$ cat config.mk
export PLATFORM = sky130hd
export DESIGN_NAME = fftr2_ctrl
export DESIGN_NICKNAME = d
export VERILOG_FILES = /design/src/design/fftr2_pkg.sv /design/src/design/fftr2_ctrl.sv
export SDC_FILE = /design/constraint.sdc
export NUM_CORES = 1
export LEC_CHECK = 0
export ABC_AREA = 1
export BUFFER_PORTS_ARGS = -buffer_cell sky130_fd_sc_hd__buf_2
export CAP_MARGIN = 20
export CORE_UTILIZATION = 58
export CTS_CLUSTER_DIAMETER = 150
export DETAILED_ROUTE_END_ITERATION = 8
export GPL_TIMING_DRIVEN = 0
export PLACE_DENSITY_LB_ADDON = 0.05
export SLEW_MARGIN = 20
export SYNTH_ARGS = -nofsm -noshare
export SYNTH_HDL_FRONTEND = slang
export SYNTH_SLANG_ARGS = --single-unit
$ cat constraint.sdc
create_clock -name clk -period 3.93 [get_ports clk]
set_input_delay 0.786 -clock clk [delete_from_list [all_inputs] [get_ports clk]]
set_output_delay 0.786 -clock clk [all_outputs]
set_load 0.01 [all_outputs]
$ cat src/design/fftr2_pkg.sv
`timescale 1ns / 1ps
// ----------------------------------------------------------------------------
// fftr2_pkg
// Shared types, saturation helpers and the twiddle generator for the framed
// radix-2 FFT.
// ----------------------------------------------------------------------------
package fftr2_pkg;

  // controller -> datapath commands
  typedef struct packed {
    logic rd_en;      // capture both work read ports and the twiddle
    logic mul_en;     // capture the four twiddle products
    logic add_en;     // capture the butterfly sums
    logic wr_sample;  // write an incoming sample into work memory
    logic wr_upper;   // write the upper butterfly output
    logic wr_lower;   // write the lower butterfly output
    logic copy_wr;    // write a saturated work entry into the spectrum
    logic emit;       // load the output register
    logic last;       // bin being emitted closes the spectrum
  } cmd_t;

  // datapath -> controller status
  typedef struct packed {
    logic out_busy;   // output register holds a transaction not yet taken
  } sts_t;

  localparam logic [63:0] TWO_PI_Q30 = 64'd6746518852;
  localparam logic [63:0] ONE_Q30    = 64'd1073741824;

  // Taylor term divisors, (2n)(2n+1) for sine and (2n-1)(2n) for cosine
  localparam int SIN_DIV [10] = '{6, 20, 42, 72, 110, 156, 210, 272, 342, 420};
  localparam int COS_DIV [10] = '{2, 12, 30, 56, 90, 132, 182, 240, 306, 380};

  localparam logic signed [27:0] MAX25 = 28'sd16777215;
  localparam logic signed [27:0] MIN25 = -28'sd16777216;
  localparam logic signed [24:0] MAX24 = 25'sd8388607;
  localparam logic signed [24:0] MIN24 = -25'sd8388608;

  function automatic logic signed [24:0] sat25(input logic signed [27:0] v);
    logic signed [24:0] r;
    if (v > MAX25) r = 25'sd16777215;
    else if (v < MIN25) r = -25'sd16777216;
    else r = v[24:0];
    return r;
  endfunction

  function automatic logic signed [23:0] sat24(input logic signed [24:0] v);
    logic signed [23:0] r;
    if (v > MAX24) r = 24'sd8388607;
    else if (v < MIN24) r = -24'sd8388608;
    else r = v[23:0];
    return r;
  endfunction

  // Q2.30 to Q1.15, clipped to 0..32767
  function automatic logic [15:0] q30_to_q15(input logic signed [63:0] v);
    logic signed [63:0] t;
    t = (v < 0) ? 64'sd0 : v;
    t = (t + 64'sd16384) >>> 15;
    if (t > 64'sd32767) t = 64'sd32767;
    return t[15:0];
  endfunction

  // {cos, sin} of 2*pi*a/2^stages for a in the first quadrant
  function automatic logic [31:0] quarter_wave(input int stages, input int a);
    logic [63:0] x;
    logic [63:0] x2;
    logic [63:0] ts;
    logic [63:0] tc;
    logic signed [63:0] ss;
    logic signed [63:0] cs;
    x  = (64'(a) * TWO_PI_Q30 + (64'd1 << (stages - 1))) >> stages;
    x2 = (x * x) >> 30;
    ts = x;
    tc = ONE_Q30;
    ss = $signed(x);
    cs = $signed(ONE_Q30);
    for (int n = 0; n < 10; n++) begin
      ts = ((ts * x2) >> 30) / 64'(SIN_DIV[n]);
      tc = ((tc * x2) >> 30) / 64'(COS_DIV[n]);
      if ((n % 2) == 0) begin
        ss = ss - $signed(ts);
        cs = cs - $signed(tc);
      end else begin
        ss = ss + $signed(ts);
        cs = cs + $signed(tc);
      end
    end
    return {q30_to_q15(cs), q30_to_q15(ss)};
  endfunction

  // {cos, sin} twiddle entry k of a 2^stages point transform, k < 2^(stages-1)
  function automatic logic [31:0] tw_pair(input int stages, input int k);
    logic [31:0] w;
    logic [31:0] r;
    int q;
    q = 1 << (stages - 2);
    if (k <= q) begin
      r = quarter_wave(stages, k);
    end else begin
      w = quarter_wave(stages, k - q);
      r = {16'(-w[15:0]), w[31:16]};
    end
    return r;
  endfunction

endpackage

$ cat src/design/fftr2_ctrl.sv
`timescale 1ns / 1ps
// ----------------------------------------------------------------------------
// fftr2_ctrl
// Sequencer: sample collection, butterfly schedule, spectrum copy, and all
// memory addresses.
// ----------------------------------------------------------------------------
module fftr2_ctrl
  import fftr2_pkg::*;
#(
  parameter int POINTS = 256,
  parameter int STAGES = 8
) (
  input  logic                clk,
  input  logic                rst,
  input  logic                s_tvalid,
  output logic                s_tready,
  input  sts_t                sts,
  output cmd_t                cmd,
  output logic [STAGES-1:0]   rd_addr_a,
  output logic [STAGES-1:0]   rd_addr_b,
  output logic [STAGES-2:0]   tw_addr,
  output logic [STAGES-1:0]   wr_addr,
  output logic [STAGES-1:0]   spec_rd_addr,
  output logic [STAGES-1:0]   spec_wr_addr
);

  localparam int SW = $clog2(STAGES);

  typedef enum logic [2:0] {
    S_COLLECT, S_BF_RD, S_BF_MUL, S_BF_ADD, S_BF_WRU, S_BF_WRL, S_COPY
  } state_t;

  state_t            state;
  logic [STAGES-1:0] fill;
  logic              ready;
  logic              pf_valid;
  logic [SW-1:0]     stg;
  logic [STAGES-2:0] bfly;
  logic [STAGES:0]   cnt;

  logic              accept;
  logic [STAGES-1:0] bpad;
  logic [STAGES-1:0] mask;
  logic [STAGES-1:0] up_idx;
  logic [STAGES-1:0] lo_idx;
  logic [STAGES-1:0] rev;

  // input handshake
  assign s_tready = (state == S_COLLECT) && pf_valid && !(ready && sts.out_busy);
  assign accept   = s_tvalid && s_tready;

  // butterfly pair: insert a zero (upper) or one (lower) at bit stg
  always_comb begin
    bpad   = {1'b0, bfly};
    mask   = (STAGES'(1) << stg) - STAGES'(1);
    up_idx = (bpad & mask) | ((bpad & ~mask) << 1);
    lo_idx = up_idx | (STAGES'(1) << stg);
    for (int k = 0; k < STAGES; k++) begin
      rev[k] = fill[STAGES-1-k];
    end
  end

  // addresses
  assign tw_addr      = bfly << (SW'(STAGES - 1) - stg);
  assign rd_addr_a    = (state == S_COPY) ? cnt[STAGES-1:0] : up_idx;
  assign rd_addr_b    = lo_idx;
  assign spec_rd_addr = fill;
  assign spec_wr_addr = cnt[STAGES-1:0] - STAGES'(1);

  always_comb begin
    unique case (state)
      S_COLLECT: wr_addr = rev;
      S_BF_WRU:  wr_addr = up_idx;
      default:   wr_addr = lo_idx;
    endcase
  end

  // commands
  always_comb begin
    cmd           = '0;
    cmd.rd_en     = (state == S_BF_RD) || (state == S_COPY);
    cmd.mul_en    = (state == S_BF_MUL);
    cmd.add_en    = (state == S_BF_ADD);
    cmd.wr_upper  = (state == S_BF_WRU);
    cmd.wr_lower  = (state == S_BF_WRL);
    cmd.copy_wr   = (state == S_COPY) && (cnt != '0);
    cmd.wr_sample = accept;
    cmd.emit      = accept && ready;
    cmd.last      = (fill == STAGES'(POINTS - 1));
  end

  // sequencer
  always_ff @(posedge clk) begin
    if (rst) begin
      state    <= S_COLLECT;
      fill     <= '0;
      ready    <= 1'b0;
      pf_valid <= 1'b0;
      stg      <= '0;
      bfly     <= '0;
      cnt      <= '0;
    end else begin
      // spectrum read data is good in the cycle after its address settles
      pf_valid <= (state == S_COLLECT) && !accept;
      unique case (state)
        S_COLLECT: begin
          if (accept) begin
            fill <= fill + STAGES'(1);
            if (fill == STAGES'(POINTS - 1)) begin
              state <= S_BF_RD;
              stg   <= '0;
              bfly  <= '0;
            end
          end
        end
        S_BF_RD:  state <= S_BF_MUL;
        S_BF_MUL: state <= S_BF_ADD;
        S_BF_ADD: state <= S_BF_WRU;
        S_BF_WRU: state <= S_BF_WRL;
        S_BF_WRL: begin
          bfly <= bfly + (STAGES-1)'(1);
          if (bfly == '1) begin
            if (stg == SW'(STAGES - 1)) begin
              state <= S_COPY;
              cnt   <= '0;
            end else begin
              stg   <= stg + SW'(1);
              state <= S_BF_RD;
            end
          end else begin
            state <= S_BF_RD;
          end
        end
        S_COPY: begin
          cnt <= cnt + (STAGES+1)'(1);
          if (cnt == (STAGES+1)'(POINTS)) begin
            state <= S_COLLECT;
            ready <= 1'b1;
          end
        end
        default: state <= S_COLLECT;
      endcase
    end
  end

endmodule

==> results of run 1 <==
[power by group through the flow]
stage / Combinational [mW] / Sequential [mW] / Clock (mW)
floorplan: 0.0925 / 0.353 / 0
global placement: 0.132 / 0.353 / 0
detailed placement: 0.134 / 0.354 / 0
CTS: 0.135 / 0.346 / 0.319
global route: 0.151 / 0.348 / 0.332
finish: 0.136 / 0.346 / 0.319
[metal layers]
| metal | GRT usage | routed length (um) | vias up |
|---|---|---|---|
| li1 | - | - | 1454 |
| met1 | 0.406 | 3160 | 1288 |
| met2 | 0.528 | 3210 | 137 |
| met3 | 0.0591 | 434 | 12 |
| met4 | 0.115 | 104 | 0 |
| met5 | 0 | 0 | - |
[worst register-to-register path: cells and delay by family, from the launching register on]
| family | cells | cell delay (ps) |
|---|---|---|
| AND/OR/NAND/NOR | 7 | 880 |
| flip-flops | 1 | 470 |
| adder cells (fa/ha/maj) | 1 | 250 |
| buffers and inverters | 2 | 140 |
| AO/OA/AOI/OAI | 1 | 120 |
[per-stage QoR]
stage / setup slack [ps] / cells / utilization
after global routing: 9.42 / 523 / 0.730
after CTS: 370 / 523 / 0.730
after floorplan: 1220 / 405 / -
after detailed placement: 693 / 515 / 0.703
final: 277 / 523 / 0.730
after global placement: 715 / 515 / 0.703
[cells by family (layout without fill, tap and decap cells)]
family          after synthesis  after routing  share of synthesized area
compound gates               78             78                      0.169
xor+xnor                      8              8                     0.0279
fa+ha+maj                    13             13                     0.0648
buf+inv                      61            129                     0.0972
flops                        32             32                      0.255
simple gates                213            213                      0.386
[sequential cells by signal, indices dropped and copies added, names as in the netlist]
| signal | flops |
|---|---|
| bfly | 7 |
| state | 3 |
| ready | 1 |
| spec_rd_addr | 8 |
| cnt | 9 |
| pf_valid | 1 |
| stg | 3 |
[Yosys cell counts, types with 7 or more instances]
master   count
nand3_1     30
nand4_1      8
dfxtp_1     32
a21oi_1     30
ha_1        13
inv_2        7
nand2_1    107
inv_1       41
nor2_1      42
o21ai_0     28
xor2_1       8
nor3_1       8
[worst paths after layout]
| path | startpoint | end | slack (ps) | cells past startpoint |
|---|---|---|---|---|
| setup / recovery | stg[1] | wr_addr[2] | 280 | 11 |
| hold / removal | ready | ready | 480 | 2 |
| setup reg to reg | bfly[1] | cnt[3] | 2000 | 11 |
| hold reg to reg | ready | ready | 480 | 2 |
[area by class of cell]
type,count,area [um2],share of cell area
clock buffer,6,72.6,0.0243
inverter,52,200,0.0671
clock inverter,2,35.0,0.0117
tap,50,62.6,0.0210
timing repair buffer,60,300,0.101
sequential,32,641,0.215
buffer,9,43.8,0.0147
multi-input combinational,312,1630,0.546
==> metrics, run 1 <==
H-tree depth=2; leading area contributor after synthesis=dfxtp_1; CTS Sinks=32; Skew-Pair Late Insertion Delay=290 ps; cts bufs inserted=5; vias in the first global route=2,385; Post-synth top flop=dfxtp_1; Layout Nets=489; P_sw=231 uW; PortBufs=60; nature of the critical path endpoint=output pin; Flop pwr share=0.432; final worst path period share=0.930; # IOs=61; Comb power frac=0.170; die area=4600 um2; WP buf/inv=3; Final min period=3650 ps; unrepaired setup endpoints after global routing=no; Fill cells=385; Post-synth EDFFs=0; clk_skew=4.16 ps; switching share of power=0.289; remaining routing DRC violations=0; Final Cell Area=2980 um2; critical path's most frequent cell=nand2_1; CP startpoint kind=register; total power=801 uW; TritonCTS clock tree=done; fraction of layout cells with a size suffix above 1=0.197; Setup CP Type=register to output pin; maxcap violations=0; P_int=570 uW; row count=23; Slew Viols, Final=0; post-route setup TNS=0 ps; Die Y=67.8 um; Critical Path, Cell by Cell=clkinv_1 -> ha_1 -> nand2_1 -> ha_1 -> xor2_1 -> o21ai_0 -> inv_1 -> nand2_1 -> nand2_1 -> o211ai_1 -> buf_2; YS warnings=0; Max transition margin=0.644; Worst IR Drop VDD=0.331 mV; vias=2,891; measured slew at the worst slew-check pin=529 ps; Post-Syn Nets=422; largest net degree at the start of global routing=12; drt wl/cell=13.2 um; Vias/cell=5.53; Detailed Route WL=6900 um; antenna viol nets, final=0; core box area=4090 um2; Clock power frac=0.398; Initial Util=0.615; P_leak=1.41 nW; Hold Buf Count CTS=0; setup bufs post-CTS=0; Critical-path top delay cell=dfxtp_1; commonest non-fill, non-tap cells in the layout=nand2_1 (107), buf_2 (62), nor2_1 (42); Req. time, crit path=3140 ps; final hold violation count=0; first-pass GRT wire length=10,900 um; most common cell after layout, fill and taps aside=nand2_1; Hold Crit Class=register to register; synthesized area per cell=6.20 um2; Die W=67.8 um; total grt overflow=0; PwrDens=269 nW/um2; Post-Syn Area=2510 um2; total track usage=0.318; HPWL after detailed placement=5350 um; Crit Path Max Fanout=10; clk root buf=clkbuf_8; crit-path leading delay family=adder cells; gpl congestion=0.903; clock buffer depth=2; drt first pass iters=6; antenna diode count=0; WHS=475 ps; status=completed; post-synthesis register bit count=32; synth unique cells=36; Clock Pin Slew Worst Setup and Hold Paths=70 ps; CP Data Arrival Time=2870 ps; post-synthesis sequential area ratio=0.255; Final setup viols=0; Slowest Stage Delay on Critical Path=460 ps; initial antenna violation count=0; Layout area overhead=18.7%; cts repair resizes=0; Max Freq=274 MHz; Synth top area share=0.255; drt first-iter violations=237; Syn Inst Count=405; synth top area cells=dfxtp_1 (26%), nand2_1 (16%), ha_1 (6.5%); share of async-settable or async-resettable flops after synthesis=0; area post-placement=2870 um2
Note: power is estimated with default switching activity, not from simulation.
==> inputs of run 2 (changes only) <==
- PLACE_DENSITY: default -> 0.89
- PLACE_DENSITY_LB_ADDON: 0.05 -> default
==> run 2 against run 1 <==
Against the previous run: wire length is 2.4% higher; via count is 3.5% higher; setup slack worse by 35 ps; cell count stayed put; fmax is 0.95% lower; non-clock buffer count stayed put; die area stayed put; clock power is 11% higher; register-to-register slack worse by 20 ps; utilization is 0.46 points higher; clock-buffer cell count is 1 higher; worst hold slack better by 4.5 ps; largest cell class unchanged.
==> metrics, run 2 (synthesis gave the netlist of run 1 again) <==
Hold Crit Class=register to register; commonest non-fill, non-tap cells in the layout=nand2_1 (107), buf_2 (62), nor2_1 (42); GR peak layer=met2; clk_skew=8.13 ps; final hold violation count=0; Layout area overhead=19.5%; Max transition margin=0.612; most common cell after layout, fill and taps aside=nand2_1; H-tree depth=2; die area=4600 um2; Storage cell area=641 um2; Setup WS post-layout=242 ps; # IOs=61; Layout Nets=489; PortBufs=60; clock buffer depth=2; vias=2,991; P_leak=1.42 nW; maxcap violations=0; clk root buf=clkbuf_8; gpl congestion=0.911; total track usage=0.330; pre-CTS setup slack=686 ps; Detailed Route WL=7070 um; drt wl/cell=13.5 um; Final min period=3690 ps; Vias/cell=5.72; remaining routing DRC violations=0; met2 Resource Use GR=0.548; max reg flops=9; post-route setup TNS=0 ps; final worst path period share=0.938; initial antenna violation count=0; Hold Buf Count CTS=0; setup bufs post-CTS=0; Die W=67.8 um; area occupied by multi-input gates=1630 um2; total grt overflow=0; Biggest register=cnt; drt first-iter violations=231; drt first pass iters=6; vias in the first global route=2,645; first-pass GRT wire length=11,500 um; Crit Path Max Fanout=10; CP Data Arrival Time=2900 ps; Req. time, crit path=3140 ps; cts repair resizes=0; antenna viol nets, final=0; Worst IR Drop VDD=0.253 mV; cts bufs inserted=5; TritonCTS clock tree=done; status=completed; Fill cells=356; measured slew at the worst slew-check pin=577 ps; HPWL after detailed placement=5380 um; Slew Viols, Final=0; antenna diode count=0; fraction of layout cells with a size suffix above 1=0.199; nature of the critical path endpoint=output pin; Final setup viols=0; Setup CP Type=register to output pin; GR Util met1=0.403; Initial Util=0.615; CP startpoint kind=register; core box area=4090 um2; Max Freq=271 MHz; PwrDens=279 nW/um2; grt met3 use=0.0642; unrepaired setup endpoints after global routing=no; Die Y=67.8 um; Clock Pin Slew Worst Setup and Hold Paths=70 ps; row count=23; largest net degree at the start of global routing=12; CTS Sinks=32; Skew-Pair Late Insertion Delay=290 ps
==> run 2: changes by cell type in the layout (fill, tap and decap cells not counted), sizes merged <==
cell | before | now
clkbuf | 11 | 12
clkinv | 4 | 3
==> run 2: worst max-delay path, stage by stage, from the launching register on <==
cell and delay [ps]:
dfxtp_1 470, clkinv_1 300, ha_1 290, nand2_1 160, ha_1 290, xor2_1 110
o21ai_0 480, inv_1 80, nand2_1 100, nand2_1 60, o211ai_1 90, buf_2 160
==> run 2: area by class of cell <==
class | instances | share of cell area
Tap cell | 50 | 0.0209
Multi-Input combinational cell | 312 | 0.542
Buffer | 9 | 0.0146
Timing Repair Buffer | 60 | 0.100
Clock inverter | 1 | 0.0100
Inverter | 52 | 0.0667
Clock buffer | 7 | 0.0321
Sequential cell | 32 | 0.214
==> run 2: per-layer routing <==
layer,routed length (um),part of all wire,vias to the layer above
li1,-,-,1455
met1,2940,0.42,1353
met2,3350,0.47,151
met3,563,0.080,32
met4,210,0.030,0
met5,0,0,-
==> run 2: final timing paths <==
check | to | slack, ps | startpoint | depth (start not counted)
worst max-delay path | wr_addr[2] | 240 | stg[1] | 11
worst min register to register | ready | 480 | ready | 2
worst min-delay path | ready | 480 | ready | 2
worst max register to register | cnt[3] | 1980 | bfly[1] | 11
==> run 2: per-stage QoR <==
stage | power [mW] | utilization | hold slack [ps] | cells | cell area (um2)
detailed placement | 0.488 | 0.703 | 466 | 515 | 2870
global placement | 0.485 | 0.703 | 466 | 515 | 2870
global route | 0.863 | 0.734 | 513 | 523 | 3000
finish | 0.836 | 0.734 | 480 | 523 | 3000
floorplan | 0.446 | - | 451 | 405 | 2510
CTS | 0.833 | 0.734 | 477 | 523 | 3000
==> run 2: power by group <==
group          total, mW  switching (mW)  internal (mW)
Clock              0.353           0.129          0.224
Combinational      0.137          0.0892         0.0478
Sequential         0.346          0.0121          0.334
Total              0.836           0.230          0.606
==> inputs of run 3 (changes only) <==
- PLACE_DENSITY: 0.89 -> 0.92
==> run 3 against run 2 <==
Against the previous run: die area stayed put; global-route usage shrank 0.40 points; via count shrank 0.17%; non-clock buffer count did not move; critical endpoint unchanged; largest cell class unchanged; highest routed layer unchanged.
==> metrics, run 3 (synthesis gave the netlist of run 1 again) <==
Initial Util=0.615; core box area=4090 um2; Final setup viols=0; Die Y=67.8 um; cts repair resizes=0; Hold Buf Count CTS=0; Layout area overhead=18.7%; drt first-iter violations=342; status=completed; fraction of layout cells with a size suffix above 1=0.197; Max transition margin=0.672; area occupied by multi-input gates=1630 um2; Biggest register=cnt; largest net degree at the start of global routing=12; vias=2,986; Crit Path Max Fanout=10; Final Cell Area=2980 um2; most common cell after layout, fill and taps aside=nand2_1; clk root buf=clkbuf_8; Vias/cell=5.71; antenna diode count=0; first-pass GRT wire length=11,200 um; Slew Viols, Final=0; final worst path period share=0.902; die area=4600 um2; Fill cells=336; cts bufs inserted=5; Layout Nets=489; CTS Sinks=32; Worst IR Drop VDD=0.225 mV; Storage cell area=641 um2; Critical Path, Cell by Cell=clkinv_1 -> ha_1 -> nand2_1 -> ha_1 -> xor2_1 -> o21ai_0 -> inv_1 -> nand2_1 -> nand2_1 -> o211ai_1 -> buf_2; # IOs=61; worst reg2reg setup slack=1890 ps; Hold Crit Class=register to register; HPWL after detailed placement=5460 um; Critical-path top delay cell=dfxtp_1; final hold violation count=0; drt first pass iters=5; maxcap violations=0; commonest non-fill, non-tap cells in the layout=nand2_1 (107), buf_2 (62), nor2_1 (42); remaining routing DRC violations=0; P_leak=1.41 nW; Skew-Pair Late Insertion Delay=290 ps; Setup CP Type=register to output pin; Detailed Route WL=7190 um; CP Data Arrival Time=2760 ps; critical path's most frequent cell=nand2_1; area post-placement=2870 um2; H-tree depth=2; unrepaired setup endpoints after global routing=no; nature of the critical path endpoint=output pin; Slowest Stage Delay on Critical Path=460 ps; antenna viol nets, final=0; gpl congestion=0.915; total grt overflow=0; TritonCTS clock tree=done; PwrDens=268 nW/um2; clk_skew=7.18 ps; Req. time, crit path=3140 ps; max reg flops=9; post-route setup TNS=0 ps; Die W=67.8 um; measured slew at the worst slew-check pin=492 ps; Max Freq=282 MHz; total track usage=0.326; CP startpoint kind=register; clock buffer depth=2; Clock Pin Slew Worst Setup and Hold Paths=70 ps; vias in the first global route=2,541; row count=23; drt wl/cell=13.7 um; Final min period=3550 ps; PortBufs=60; setup bufs post-CTS=0; initial antenna violation count=0
==> run 3: power breakdown <==
part,leakage (nW),internal [mW],switching (mW)
sequential,0.258,0.334,0.0125
clock,0.0552,0.188,0.127
combinational,1.10,0.0478,0.0892
==> run 3: final timing paths <==
| kind | from | endpoint | depth (start not counted) |
|---|---|---|---|
| max | stg[1] | wr_addr[2] | 11 |
| min | spec_rd_addr[4] | spec_rd_addr[4] | 2 |
| max reg2reg | bfly[1] | cnt[7] | 10 |
| min reg2reg | spec_rd_addr[4] | spec_rd_addr[4] | 2 |
==> run 3: through the flow <==
step | power (mW) | std cells | util | hold WS, ps | setup slack (ps)
final | 0.799 | 523 | 0.730 | 481 | 385
after global routing | 0.829 | 523 | 0.730 | 502 | 149
after CTS | 0.798 | 523 | 0.730 | 483 | 452
after detailed placement | 0.489 | 515 | 0.703 | 472 | 766
after global placement | 0.484 | 515 | 0.703 | 465 | 759
after floorplan | 0.446 | 405 | - | 451 | 1220
==> run 3: area by class of cell <==
| cell class | instances | area share |
|---|---|---|
| buffer | 9 | 0.0147 |
| clock buffer | 6 | 0.0243 |
| timing repair buffer | 60 | 0.101 |
| multi-input combinational | 312 | 0.546 |
| clock inverter | 2 | 0.0117 |
| sequential | 32 | 0.215 |
| tap | 50 | 0.0210 |
| inverter | 52 | 0.0671 |
==> run 3: routing by layer <==
layer,vias up,GRT usage,wire length [um]
met3,11,0.0625,518
li1,1465,-,-
met1,1363,0.399,3100
met5,-,0,0
met2,147,0.556,3480
met4,0,0.130,99
==> run 3: critical path: cells and delay by family, from the launching register on <==
| family | cells | cell delay [ps] |
|---|---|---|
| compound gates | 2 | 500 |
| xor+xnor | 1 | 110 |
| fa+ha+maj | 2 | 560 |
| buf+inv | 3 | 540 |
| flops | 1 | 460 |
| simple gates | 3 | 300 |
